--- src/hdl/dedge_pkg.sv ---
// shared types and constants of the diagonal edge filter
package dedge_pkg;

   localparam int PIX_W        = 8;
   localparam int CSR_DATA_W   = 13;
   localparam int HEIGHT_W     = 13;
   localparam int ROW_W        = 12;
   localparam int MAX_HEIGHT   = 4096;
   localparam int WIDTH_RESET  = 640;
   localparam int HEIGHT_RESET = 480;
   localparam int KERNEL_BIAS  = 127;
   localparam int PIX_MAX      = 255;

   typedef logic [PIX_W-1:0] pixel_type;

   typedef enum logic [0:0] {
      CSR_IMAGE_WIDTH  = 1'b0,
      CSR_IMAGE_HEIGHT = 1'b1
   } csr_index_type;

   // 3x3 neighborhood taps that carry a nonzero kernel weight
   typedef struct packed {
      pixel_type older_top;
      pixel_type prev_top;
      pixel_type older_mid;
      pixel_type prev_bottom;
      pixel_type right;
      pixel_type below_right;
   } window_type;

endpackage

--- src/hdl/dedge_channels.sv ---
// column request and filtered pixel response channel interfaces
interface dedge_req_if;
   import dedge_pkg::*;
   logic      valid;
   logic      ready;
   pixel_type pix_above;
   pixel_type pix_centre;
   pixel_type pix_below;

   modport source (output valid, output pix_above, output pix_centre, output pix_below,
                   input ready);
   modport sink (input valid, input pix_above, input pix_centre, input pix_below,
                 output ready);
endinterface

interface dedge_rsp_if;
   import dedge_pkg::*;
   logic      valid;
   logic      ready;
   pixel_type out_pixel;
   logic      last_in_row;
   logic      last_in_frame;

   modport source (output valid, output out_pixel, output last_in_row, output last_in_frame,
                   input ready);
   modport sink (input valid, input out_pixel, input last_in_row, input last_in_frame,
                 output ready);
endinterface

--- src/hdl/dedge_kernel.sv ---
// diagonal kernel sum with bias and clamp
module dedge_kernel (
   input  dedge_pkg::window_type win,
   output dedge_pkg::pixel_type  pixel
);
   import dedge_pkg::*;

   logic [PIX_W+1:0]   neg_sum;
   logic [PIX_W+1:0]   pos_sum;
   logic signed [12:0] diff;
   logic signed [12:0] biased;

   always_comb begin
      neg_sum = {2'b0, win.older_top} + {2'b0, win.prev_top} + {2'b0, win.older_mid};
      pos_sum = {2'b0, win.prev_bottom} + {2'b0, win.right} + {2'b0, win.below_right};
      diff    = $signed({3'b0, pos_sum}) - $signed({3'b0, neg_sum});
      biased  = (diff <<< 1) + 13'(KERNEL_BIAS);
      if (biased < 0) begin
         pixel = '0;
      end else if (biased > 13'(PIX_MAX)) begin
         pixel = PIX_W'(PIX_MAX);
      end else begin
         pixel = biased[PIX_W-1:0];
      end
   end

endmodule

--- src/hdl/dedge_csr.sv ---
// size registers and the derived effective width, height and row padding
module dedge_csr #(
   parameter int MAX_WIDTH    = 4096,
   parameter int STRIDE_ALIGN = 4,
   parameter int WW           = 13,
   parameter int PAD_W        = 2
) (
   input  logic                      clock,
   input  logic                      reset,
   input  logic                      csr_we,
   input  dedge_pkg::csr_index_type  csr_index,
   input  logic [dedge_pkg::CSR_DATA_W-1:0] csr_wdata,
   output logic [WW-1:0]             eff_width,
   output logic [dedge_pkg::HEIGHT_W-1:0] eff_height,
   output logic [PAD_W-1:0]          pad_count
);
   import dedge_pkg::*;

   localparam int WIDTH_CAP = (MAX_WIDTH < (2**CSR_DATA_W) - 1) ? MAX_WIDTH
                                                               : (2**CSR_DATA_W) - 1;
   localparam int RES_W = PAD_W;
   localparam int SUM_W = $clog2(WW * STRIDE_ALIGN + 1);
   localparam int HALF  = WW / 2;

   typedef logic [RES_W-1:0] weight_arr_type [WW];
   typedef logic [RES_W-1:0] mod_table_type [2**SUM_W];

   // residue of 2^i for each width bit
   function automatic weight_arr_type build_weights();
      weight_arr_type w;
      int m;
      m = 1 % STRIDE_ALIGN;
      for (int i = 0; i < WW; i++) begin
         w[i] = RES_W'(m);
         m = (m * 2) % STRIDE_ALIGN;
      end
      return w;
   endfunction

   function automatic mod_table_type build_mod_table();
      mod_table_type t;
      for (int i = 0; i < 2**SUM_W; i++) begin
         t[i] = RES_W'(i % STRIDE_ALIGN);
      end
      return t;
   endfunction

   localparam weight_arr_type BIT_WEIGHT = build_weights();
   localparam mod_table_type  MOD_TABLE  = build_mod_table();

   logic [CSR_DATA_W-1:0] width_ff, width_in;
   logic [CSR_DATA_W-1:0] height_ff, height_in;
   logic [WW-1:0]         weff_ff, weff_in;
   logic [HEIGHT_W-1:0]   heff_ff, heff_in;
   logic [PAD_W-1:0]      pads_ff, pads_in;
   logic [SUM_W-1:0]      sum_lo, sum_hi, wsum;
   logic [RES_W-1:0]      residue;

   always_comb begin
      width_in  = width_ff;
      height_in = height_ff;
      if (csr_we) begin
         case (csr_index)
            CSR_IMAGE_WIDTH:  width_in  = csr_wdata;
            CSR_IMAGE_HEIGHT: height_in = csr_wdata;
            default: ;
         endcase
      end
   end

   always_comb begin
      if (width_ff == '0) begin
         weff_in = WW'(1);
      end else if (int'(width_ff) > WIDTH_CAP) begin
         weff_in = WW'(WIDTH_CAP);
      end else begin
         weff_in = WW'(width_ff);
      end

      if (height_ff == '0) begin
         heff_in = HEIGHT_W'(1);
      end else if (int'(height_ff) > MAX_HEIGHT) begin
         heff_in = HEIGHT_W'(MAX_HEIGHT);
      end else begin
         heff_in = height_ff;
      end

      // width mod stride alignment from per-bit residues
      sum_lo = '0;
      sum_hi = '0;
      for (int i = 0; i < HALF; i++) begin
         if (weff_in[i]) sum_lo = sum_lo + SUM_W'(BIT_WEIGHT[i]);
      end
      for (int i = HALF; i < WW; i++) begin
         if (weff_in[i]) sum_hi = sum_hi + SUM_W'(BIT_WEIGHT[i]);
      end
      wsum    = sum_lo + sum_hi;
      residue = MOD_TABLE[wsum];
      pads_in = (residue == '0) ? '0 : PAD_W'(STRIDE_ALIGN - int'(residue));
   end

   always_ff @(posedge clock) begin
      if (reset) begin
         width_ff  <= CSR_DATA_W'(WIDTH_RESET);
         height_ff <= CSR_DATA_W'(HEIGHT_RESET);
      end else begin
         width_ff  <= width_in;
         height_ff <= height_in;
      end
   end

   // derived sizes track the registers in the following cycle
   always_ff @(posedge clock) begin
      weff_ff <= weff_in;
      heff_ff <= heff_in;
      pads_ff <= pads_in;
   end

   assign eff_width  = weff_ff;
   assign eff_height = heff_ff;
   assign pad_count  = pads_ff;

endmodule

--- src/hdl/diagonal_edge_3x3_filter_unit.sv ---
// top level of the 3x3 diagonal edge filter on a column stream
// The filter takes one image column (above, centre and below pixel) per transfer and returns
// one filtered pixel per column, offset by 127 and clamped to 0..255, emitted when the next
// column arrives; the first and last column of a row, the top and bottom row and the padding
// up to a multiple of STRIDE_ALIGN read as zero. A column goes through an input register and
// a result register before a result it causes can leave, and one column is taken every cycle
// while the response side keeps up. The last column of a row produces a burst of zero results
// (the last column itself plus the row padding, last_in_row on the final one); the input
// register holds the next column until the burst has left the result register. A size
// register write takes effect once it has passed the size register and the derived size
// register; writes never reset the column or row count. No clearing pass is needed after
// reset.
module diagonal_edge_3x3_filter_unit #(
   parameter int MAX_WIDTH    = 4096,
   parameter int STRIDE_ALIGN = 4
) (
   input  logic                             clock,
   input  logic                             reset,
   input  logic                             csr_we,
   input  dedge_pkg::csr_index_type         csr_index,
   input  logic [dedge_pkg::CSR_DATA_W-1:0] csr_wdata,
   dedge_req_if.sink                        req_chan,
   dedge_rsp_if.source                      rsp_chan
);
   import dedge_pkg::*;

   localparam int WIDTH_CAP = (MAX_WIDTH < (2**CSR_DATA_W) - 1) ? MAX_WIDTH
                                                               : (2**CSR_DATA_W) - 1;
   localparam int CW    = $clog2(WIDTH_CAP);          // column counter
   localparam int WW    = $clog2(WIDTH_CAP + 1);      // effective width
   localparam int PAD_W = (STRIDE_ALIGN > 1) ? $clog2(STRIDE_ALIGN) : 1;
   localparam int ZW    = $clog2(STRIDE_ALIGN + 1);   // zero burst length, up to STRIDE_ALIGN

   logic [WW-1:0]       eff_width;
   logic [HEIGHT_W-1:0] eff_height;
   logic [PAD_W-1:0]    pad_count;

   // input register
   logic      in_valid_ff, in_valid_in;
   pixel_type in_above_ff, in_centre_ff, in_below_ff;

   // column window and position
   pixel_type prev_top_ff, prev_mid_ff, prev_bottom_ff;
   pixel_type older_top_ff, older_mid_ff;
   logic [CW-1:0]    col_ff, col_in;
   logic [ROW_W-1:0] row_ff, row_in;

   // result register and pending zero burst
   logic             rsp_valid_ff, rsp_valid_in;
   pixel_type        out_pixel_ff, out_pixel_in;
   logic             last_row_ff, last_row_in;
   logic             last_frame_ff, last_frame_in;
   logic [ZW-1:0]    zeros_left_ff, zeros_left_in;
   logic             frame_end_ff, frame_end_in;

   logic             accept;
   logic             out_free;
   logic             consume;
   logic [WW-1:0]    col_plus;
   logic [HEIGHT_W-1:0] row_plus;
   logic             last_col;
   logic             last_row;
   logic             edge_row;
   logic             pix_zero;
   logic [ZW-1:0]    zeros_total;
   window_type       win;
   pixel_type        kernel_pix;

   dedge_csr #(
      .MAX_WIDTH    (MAX_WIDTH),
      .STRIDE_ALIGN (STRIDE_ALIGN),
      .WW           (WW),
      .PAD_W        (PAD_W)
   ) u_csr (
      .clock      (clock),
      .reset      (reset),
      .csr_we     (csr_we),
      .csr_index  (csr_index),
      .csr_wdata  (csr_wdata),
      .eff_width  (eff_width),
      .eff_height (eff_height),
      .pad_count  (pad_count)
   );

   // the incoming column is the right neighbor of the pending one
   assign win = '{older_top:   older_top_ff,
                  prev_top:    prev_top_ff,
                  older_mid:   older_mid_ff,
                  prev_bottom: prev_bottom_ff,
                  right:       in_centre_ff,
                  below_right: in_below_ff};

   dedge_kernel u_kernel (
      .win   (win),
      .pixel (kernel_pix)
   );

   // position of the column in the input register
   always_comb begin
      col_plus    = WW'(col_ff) + WW'(1);
      row_plus    = HEIGHT_W'(row_ff) + HEIGHT_W'(1);
      last_col    = (col_plus >= eff_width);
      last_row    = (row_plus >= eff_height);
      edge_row    = (row_ff == '0) || last_row;
      // pending column is the first one, sits past the width, or on a border row
      pix_zero    = (col_ff == CW'(1)) || (WW'(col_ff) >= eff_width) || edge_row;
      zeros_total = ZW'(pad_count) + ZW'(1);
   end

   // pipeline control: zero bursts drain before the next column moves on
   always_comb begin
      out_free = !rsp_valid_ff || rsp_chan.ready;
      consume  = in_valid_ff && out_free && (zeros_left_ff == '0);
      accept   = req_chan.valid && req_chan.ready;

      in_valid_in = in_valid_ff;
      if (accept) begin
         in_valid_in = 1'b1;
      end else if (consume) begin
         in_valid_in = 1'b0;
      end

      rsp_valid_in  = rsp_valid_ff;
      out_pixel_in  = out_pixel_ff;
      last_row_in   = last_row_ff;
      last_frame_in = last_frame_ff;
      zeros_left_in = zeros_left_ff;
      frame_end_in  = frame_end_ff;

      if (out_free) begin
         if (zeros_left_ff != '0) begin
            // next zero of a row-end burst
            rsp_valid_in  = 1'b1;
            out_pixel_in  = '0;
            last_row_in   = (zeros_left_ff == ZW'(1));
            last_frame_in = (zeros_left_ff == ZW'(1)) && frame_end_ff;
            zeros_left_in = zeros_left_ff - ZW'(1);
         end else if (consume && (col_ff != '0)) begin
            // result of the pending column, never the last of a row
            rsp_valid_in  = 1'b1;
            out_pixel_in  = pix_zero ? '0 : kernel_pix;
            last_row_in   = 1'b0;
            last_frame_in = 1'b0;
            zeros_left_in = last_col ? zeros_total : '0;
            frame_end_in  = last_row;
         end else if (consume && last_col) begin
            // single-column row: the burst starts right away
            rsp_valid_in  = 1'b1;
            out_pixel_in  = '0;
            last_row_in   = (zeros_total == ZW'(1));
            last_frame_in = (zeros_total == ZW'(1)) && last_row;
            zeros_left_in = zeros_total - ZW'(1);
            frame_end_in  = last_row;
         end else begin
            rsp_valid_in = 1'b0;
         end
      end

      col_in = col_ff;
      row_in = row_ff;
      if (consume) begin
         if (last_col) begin
            col_in = '0;
            row_in = last_row ? '0 : row_ff + ROW_W'(1);
         end else begin
            col_in = col_plus[CW-1:0];
         end
      end
   end

   always_ff @(posedge clock) begin
      if (reset) begin
         in_valid_ff    <= 1'b0;
         rsp_valid_ff   <= 1'b0;
         zeros_left_ff  <= '0;
         frame_end_ff   <= 1'b0;
         col_ff         <= '0;
         row_ff         <= '0;
         prev_top_ff    <= '0;
         prev_mid_ff    <= '0;
         prev_bottom_ff <= '0;
         older_top_ff   <= '0;
         older_mid_ff   <= '0;
      end else begin
         in_valid_ff   <= in_valid_in;
         rsp_valid_ff  <= rsp_valid_in;
         zeros_left_ff <= zeros_left_in;
         frame_end_ff  <= frame_end_in;
         col_ff        <= col_in;
         row_ff        <= row_in;
         if (consume) begin
            older_top_ff   <= prev_top_ff;
            older_mid_ff   <= prev_mid_ff;
            prev_top_ff    <= in_above_ff;
            prev_mid_ff    <= in_centre_ff;
            prev_bottom_ff <= in_below_ff;
         end
      end
   end

   always_ff @(posedge clock) begin
      if (accept) begin
         in_above_ff  <= req_chan.pix_above;
         in_centre_ff <= req_chan.pix_centre;
         in_below_ff  <= req_chan.pix_below;
      end
      out_pixel_ff  <= out_pixel_in;
      last_row_ff   <= last_row_in;
      last_frame_ff <= last_frame_in;
   end

   assign req_chan.ready         = !in_valid_ff || consume;
   assign rsp_chan.valid         = rsp_valid_ff;
   assign rsp_chan.out_pixel     = out_pixel_ff;
   assign rsp_chan.last_in_row   = last_row_ff;
   assign rsp_chan.last_in_frame = last_frame_ff;

   // frame end only ever marks a row end
   a_frame_in_row: assert property (@(posedge clock) disable iff (reset)
      rsp_valid_ff && last_frame_ff |-> last_row_ff)
      else $error("last_in_frame without last_in_row");

   // row end is always a padding or border zero
   a_row_end_zero: assert property (@(posedge clock) disable iff (reset)
      rsp_valid_ff && last_row_ff |-> (out_pixel_ff == '0))
      else $error("row end result is not zero");

   // a pending burst always has a result in the output register
   a_burst_held: assert property (@(posedge clock) disable iff (reset)
      (zeros_left_ff != '0) |-> rsp_valid_ff)
      else $error("zero burst pending with empty result register");

   // the last column of a row restarts the column count
   a_col_wrap: assert property (@(posedge clock) disable iff (reset)
      consume && last_col |=> (col_ff == '0))
      else $error("column count did not wrap at row end");

endmodule

--- src/flat_wrapper.sv ---
// flat-port wrapper written by rule: the top's interface ports become plain ports
module diagonal_edge_3x3_filter_unit_flat import dedge_pkg::*;
#(
   parameter int MAX_WIDTH    = 4096,
   parameter int STRIDE_ALIGN = 4
)
  (clock, reset, csr_we, csr_index, csr_wdata, req_chan_valid, req_chan_pix_above, req_chan_pix_centre, req_chan_pix_below, req_chan_ready, rsp_chan_valid, rsp_chan_out_pixel, rsp_chan_last_in_row, rsp_chan_last_in_frame, rsp_chan_ready);
  dedge_req_if req_chan_i ();
  dedge_rsp_if rsp_chan_i ();
  input  logic clock;
  input  logic reset;
  input  logic csr_we;
  input  dedge_pkg::csr_index_type csr_index;
  input  logic [dedge_pkg::CSR_DATA_W-1:0] csr_wdata;
  input wire logic [$bits(req_chan_i.valid)-1:0] req_chan_valid;
  input wire logic [$bits(req_chan_i.pix_above)-1:0] req_chan_pix_above;
  input wire logic [$bits(req_chan_i.pix_centre)-1:0] req_chan_pix_centre;
  input wire logic [$bits(req_chan_i.pix_below)-1:0] req_chan_pix_below;
  output wire logic [$bits(req_chan_i.ready)-1:0] req_chan_ready;
  output wire logic [$bits(rsp_chan_i.valid)-1:0] rsp_chan_valid;
  output wire logic [$bits(rsp_chan_i.out_pixel)-1:0] rsp_chan_out_pixel;
  output wire logic [$bits(rsp_chan_i.last_in_row)-1:0] rsp_chan_last_in_row;
  output wire logic [$bits(rsp_chan_i.last_in_frame)-1:0] rsp_chan_last_in_frame;
  input wire logic [$bits(rsp_chan_i.ready)-1:0] rsp_chan_ready;
  assign req_chan_i.valid = req_chan_valid;
  assign req_chan_i.pix_above = req_chan_pix_above;
  assign req_chan_i.pix_centre = req_chan_pix_centre;
  assign req_chan_i.pix_below = req_chan_pix_below;
  assign req_chan_ready = req_chan_i.ready;
  assign rsp_chan_valid = rsp_chan_i.valid;
  assign rsp_chan_out_pixel = rsp_chan_i.out_pixel;
  assign rsp_chan_last_in_row = rsp_chan_i.last_in_row;
  assign rsp_chan_last_in_frame = rsp_chan_i.last_in_frame;
  assign rsp_chan_i.ready = rsp_chan_ready;
  diagonal_edge_3x3_filter_unit #(.MAX_WIDTH(MAX_WIDTH), .STRIDE_ALIGN(STRIDE_ALIGN)) u_core (.clock(clock), .reset(reset), .csr_we(csr_we), .csr_index(csr_index), .csr_wdata(csr_wdata), .req_chan(req_chan_i), .rsp_chan(rsp_chan_i));
endmodule
--- config.mk ---
export PLATFORM = sky130hd
export DESIGN_NAME = diagonal_edge_3x3_filter_unit_flat
export DESIGN_NICKNAME = d
export VERILOG_FILES = /design/src/hdl/dedge_pkg.sv /design/src/hdl/dedge_channels.sv /design/src/hdl/dedge_kernel.sv /design/src/hdl/dedge_csr.sv /design/src/hdl/diagonal_edge_3x3_filter_unit.sv /design/src/flat_wrapper.sv
export SDC_FILE = /design/constraint.sdc
export NUM_CORES = 1
export LEC_CHECK = 0
export CAP_MARGIN = 25
export CORE_MARGIN = 5
export CORE_UTILIZATION = 65
export DETAILED_ROUTE_END_ITERATION = 7
export DONT_BUFFER_PORTS = 1
export GPL_TIMING_DRIVEN = 1
export PLACE_DENSITY = 0.86
export SKIP_LAST_GASP = 1
export SLEW_MARGIN = 20
export SYNTH_ARGS = -nofsm -noshare
export SYNTH_HDL_FRONTEND = slang
export SYNTH_SLANG_ARGS = --single-unit
export TNS_END_PERCENT = 10
--- constraint.sdc ---
create_clock -name clock -period 13.76 [get_ports clock]
set_input_delay 0.688 -clock clock [delete_from_list [all_inputs] [get_ports clock]]
set_output_delay 0.688 -clock clock [all_outputs]
set_load 0.05 [all_outputs]
==> results.json <==
{
  "synth.net_count": 1124,
  "cpMaxStageDelayCell": "fa_1",
  "numCtsBuffers": 17,
  "drt_pass1_iterations": 5,
  "final-hold-violation-count": 0,
  "max_stage_delay_ps": 520,
  "ys_warn_count": 0,
  "yosysTopAreaCellShare_pct": 28.6,
  "worstPathArrival_ps": 6140,
  "end_kind": "register",
  "reg2reg_from": "u_core.prev_top_ff[0]",
  "power.density_nw_per_um2": 188,
  "ys.flop_type": "dfxtp_1",
  "status": "finished, final reports clean",
  "synthArstFlopShare_pct": 0,
  "die_area_sq_um": 15800,
  "use_met2_pct": 35.0,
  "postRouteAntennaNets": 0,
  "synth_top_area_cell": "dfxtp_1",
  "cts_tree": "done",
  "synth_seq_area_share_pct": 40.3,
  "grt_overflow": 0,
  "grt_pass1_wl_mm": 29.9,
  "vias": 6724,
  "fp.dieH_microns": 126,
  "initial_core_util_pct": 65.9,
  "vdd_drop_max_uv": 129,
  "cts_setup_buffers": 0,
  "io_pins": 55,
  "ys_types": 62,
  "std_cell_rows": 42,
  "antenna_found_initial": 0,
  "track_usage_pct": 23.0,
  "grt_pass1_vias": 6357,
  "start_kind": "register",
  "yosys.cell_count.top_type": "nand2_1",
  "tightest_slew_ps": 986,
  "finalWorstSetupSlack_ps": 7870,
  "cts-root-buf": "clkbuf_16",
  "avgViaCountPerCell": 5.78,
  "synth_area_leaders": "dfxtp_1 (29%), edfxtp_1 (12%), ha_1 (11%)",
  "drv_slew": 0,
  "holdBufCountCts": 0,
  "cts_buffer_depth": 2,
  "wire_per_inst_microns": 15.2,
  "synth_edf_count": 34,
  "cp-startpoint": "u_core.prev_top_ff[0]",
  "cts.clk_slew.worst_paths_ps": 60,
  "antenna_cells": 0,
  "skew_ps": 14.7,
  "pre_cts_slack_ps": 7890,
  "maxCapViolations": 0,
  "met3_usage_pct": 5.46,
  "cts_resized": 0,
  "drt_wl_total_mm": 17.7,
  "fmax_ghz": 0.170,
  "drt-initial-drc-count": 540,
  "numPortBuffers": 0,
  "hp-class": "input pin to register",
  "layout_min_cycle_time_ps": 5890,
  "rr_endpoint": "u_core.rsp_chan.out_pixel[7]",
  "cts.sinks": 158,
  "synth-seq-cells": 158,
  "hold_ws_ps": 332,
  "synthToLayoutAreaGrowth_pct": 8.38,
  "die_w_microns": 126,
  "grt_use_met1_pct": 31.8,
  "grt_max_degree": 106,
  "rsz0062_at_grt": "no",
  "fin_crit_sh_pct": 42.8,
  "synthCells": 985,
  "nFillCells": 975,
  "finish.net_count": 1114,
  "finalSetupTns_ps": 0,
  "synth_area_per_cell_sq_um": 8.82,
  "dp_hpwl_mm": 12.5,
  "ff2ff_setup_slack_ps": 7870,
  "worstPathMaxFanout": 8,
  "gr-max-usage-layer": "met2",
  "drive_gt1_share_pct": 5.47,
  "cp-endpoint": "u_core.rsp_chan.out_pixel[7]",
  "crit_chain": "ha_1, inv_1, fa_1, inv_1, ha_1, a21o_1, a21oi_1, o21bai_1, a21oi_1, nor2_1, o311a_1, nor2_1, fa_1, fa_1, inv_1, ha_1, or2_2, a21o_1, o31ai_2, xor2_1, nor4_1, o211ai_4, nor3_1",
  "max_slew_margin_pct": 34.3,
  "clk_latency_ps": 430,
  "netlist_top_cells_count": "nand2_1 (166), dfxtp_1 (124), a21oi_1 (112)",
  "required_ps": 14010,
  "cts_max_level": 4,
  "fp.coreArea_sq_um": 13200,
  "p_leak_uw": 0.00392,
  "syn-cell-area_sq_um": 8690,
  "place_congestion": 0.886,
  "path_class": "register to register",
  "drc_errors": 0,
  "reg2regPathDepth": 23,
  "setup_viol": 0
}
[per-stage QoR]
step	utilization (%)	cell area [sq um]	cells	power (uW)
6_report	71.4	9420	1164	1770
5_1_grt	71.4	9420	1164	1900
4_1_cts	71.3	9400	1163	1770
3_5_place_dp	66.8	8820	1131	1310
3_3_place_gp	66.8	8820	1131	1290
2_1_floorplan	-	8690	985	1180
[worst min path at each step]
stage | cells after the start | slack [ps] | startpoint | endpoint
5_1_grt | 1 | 310 | reset | u_core.row_ff[11]
6_report | 1 | 330 | reset | u_core.row_ff[0]
3_3_place_gp | 2 | 430 | u_core.prev_mid_ff[7] | u_core.older_mid_ff[7]
4_1_cts | 1 | 320 | reset | u_core.row_ff[11]
2_1_floorplan | 2 | 430 | u_core.prev_mid_ff[0] | u_core.older_mid_ff[0]
3_5_place_dp | 2 | 440 | u_core.prev_mid_ff[0] | u_core.prev_mid_ff[0]
[cells by family after synthesis]
group | after synthesis | synth area share (%)
and+or+nand+nor | 349 | 19.5
xor gates and xnor gates | 42 | 4.32
buffers and inverters | 126 | 5.46
muxes | 1 | 0.158
AOI/OAI and AO/OA | 213 | 14.9
DFF | 158 | 40.3
adders and majority gates | 96 | 15.4
[registers in the layout, indices dropped and copies added (netlist names), 12 cells and up]
register                 cells
u_core.col_ff               12
u_core.row_ff               12
u_core.u_csr.eff_height     13
u_core.u_csr.eff_width      13
u_core.u_csr.height_ff      13
u_core.u_csr.width_ff       13
[area by class of cell]
cell class | instances | area, sq um | area share [%]
clock inverter | 11 | 105 | 1.12
timing repair buffer | 5 | 45.0 | 0.478
multi-input combinational | 701 | 4720 | 50.1
inverter | 92 | 345 | 3.67
sequential | 158 | 3500 | 37.2
tap | 176 | 220 | 2.34
clock buffer | 21 | 482 | 5.11
[report_power, final]
part / switching (uW) / internal, uW / total [uW]
logic: 447 / 277 / 724
registers: 61.3 / 528 / 589
clock network: 188 / 270 / 459
total: 697 / 1070 / 1770
[cells in the final DEF, fill, tap and decap left out, drive strengths merged, types with 19 or more instances in the layout]
cell      n
nand2   166
dfxtp   124
a21oi   113
inv      94
ha       78
nor2     36
edfxtp   34
o21ai    32
nor2b    25
nor3     24
xnor2    23
clkbuf   21
xor2     19
[worst max-delay path, delay by kind of cell, from the launching register on]
kind / cells / cell delay (ps)
fa+ha+maj: 6 / 2300
compound gates: 8 / 1500
simple gates: 5 / 1270
xor+xnor: 1 / 130
flops: 1 / 350
buf+inv: 3 / 150
[metal layers]
layer	vias up	routed length [microns]
met2	201	7900
met3	30	1030
li1	3366	-
met1	3127	8380
met5	-	0
met4	0	415
No activity file was read; power rests on OpenSTA's default activity.
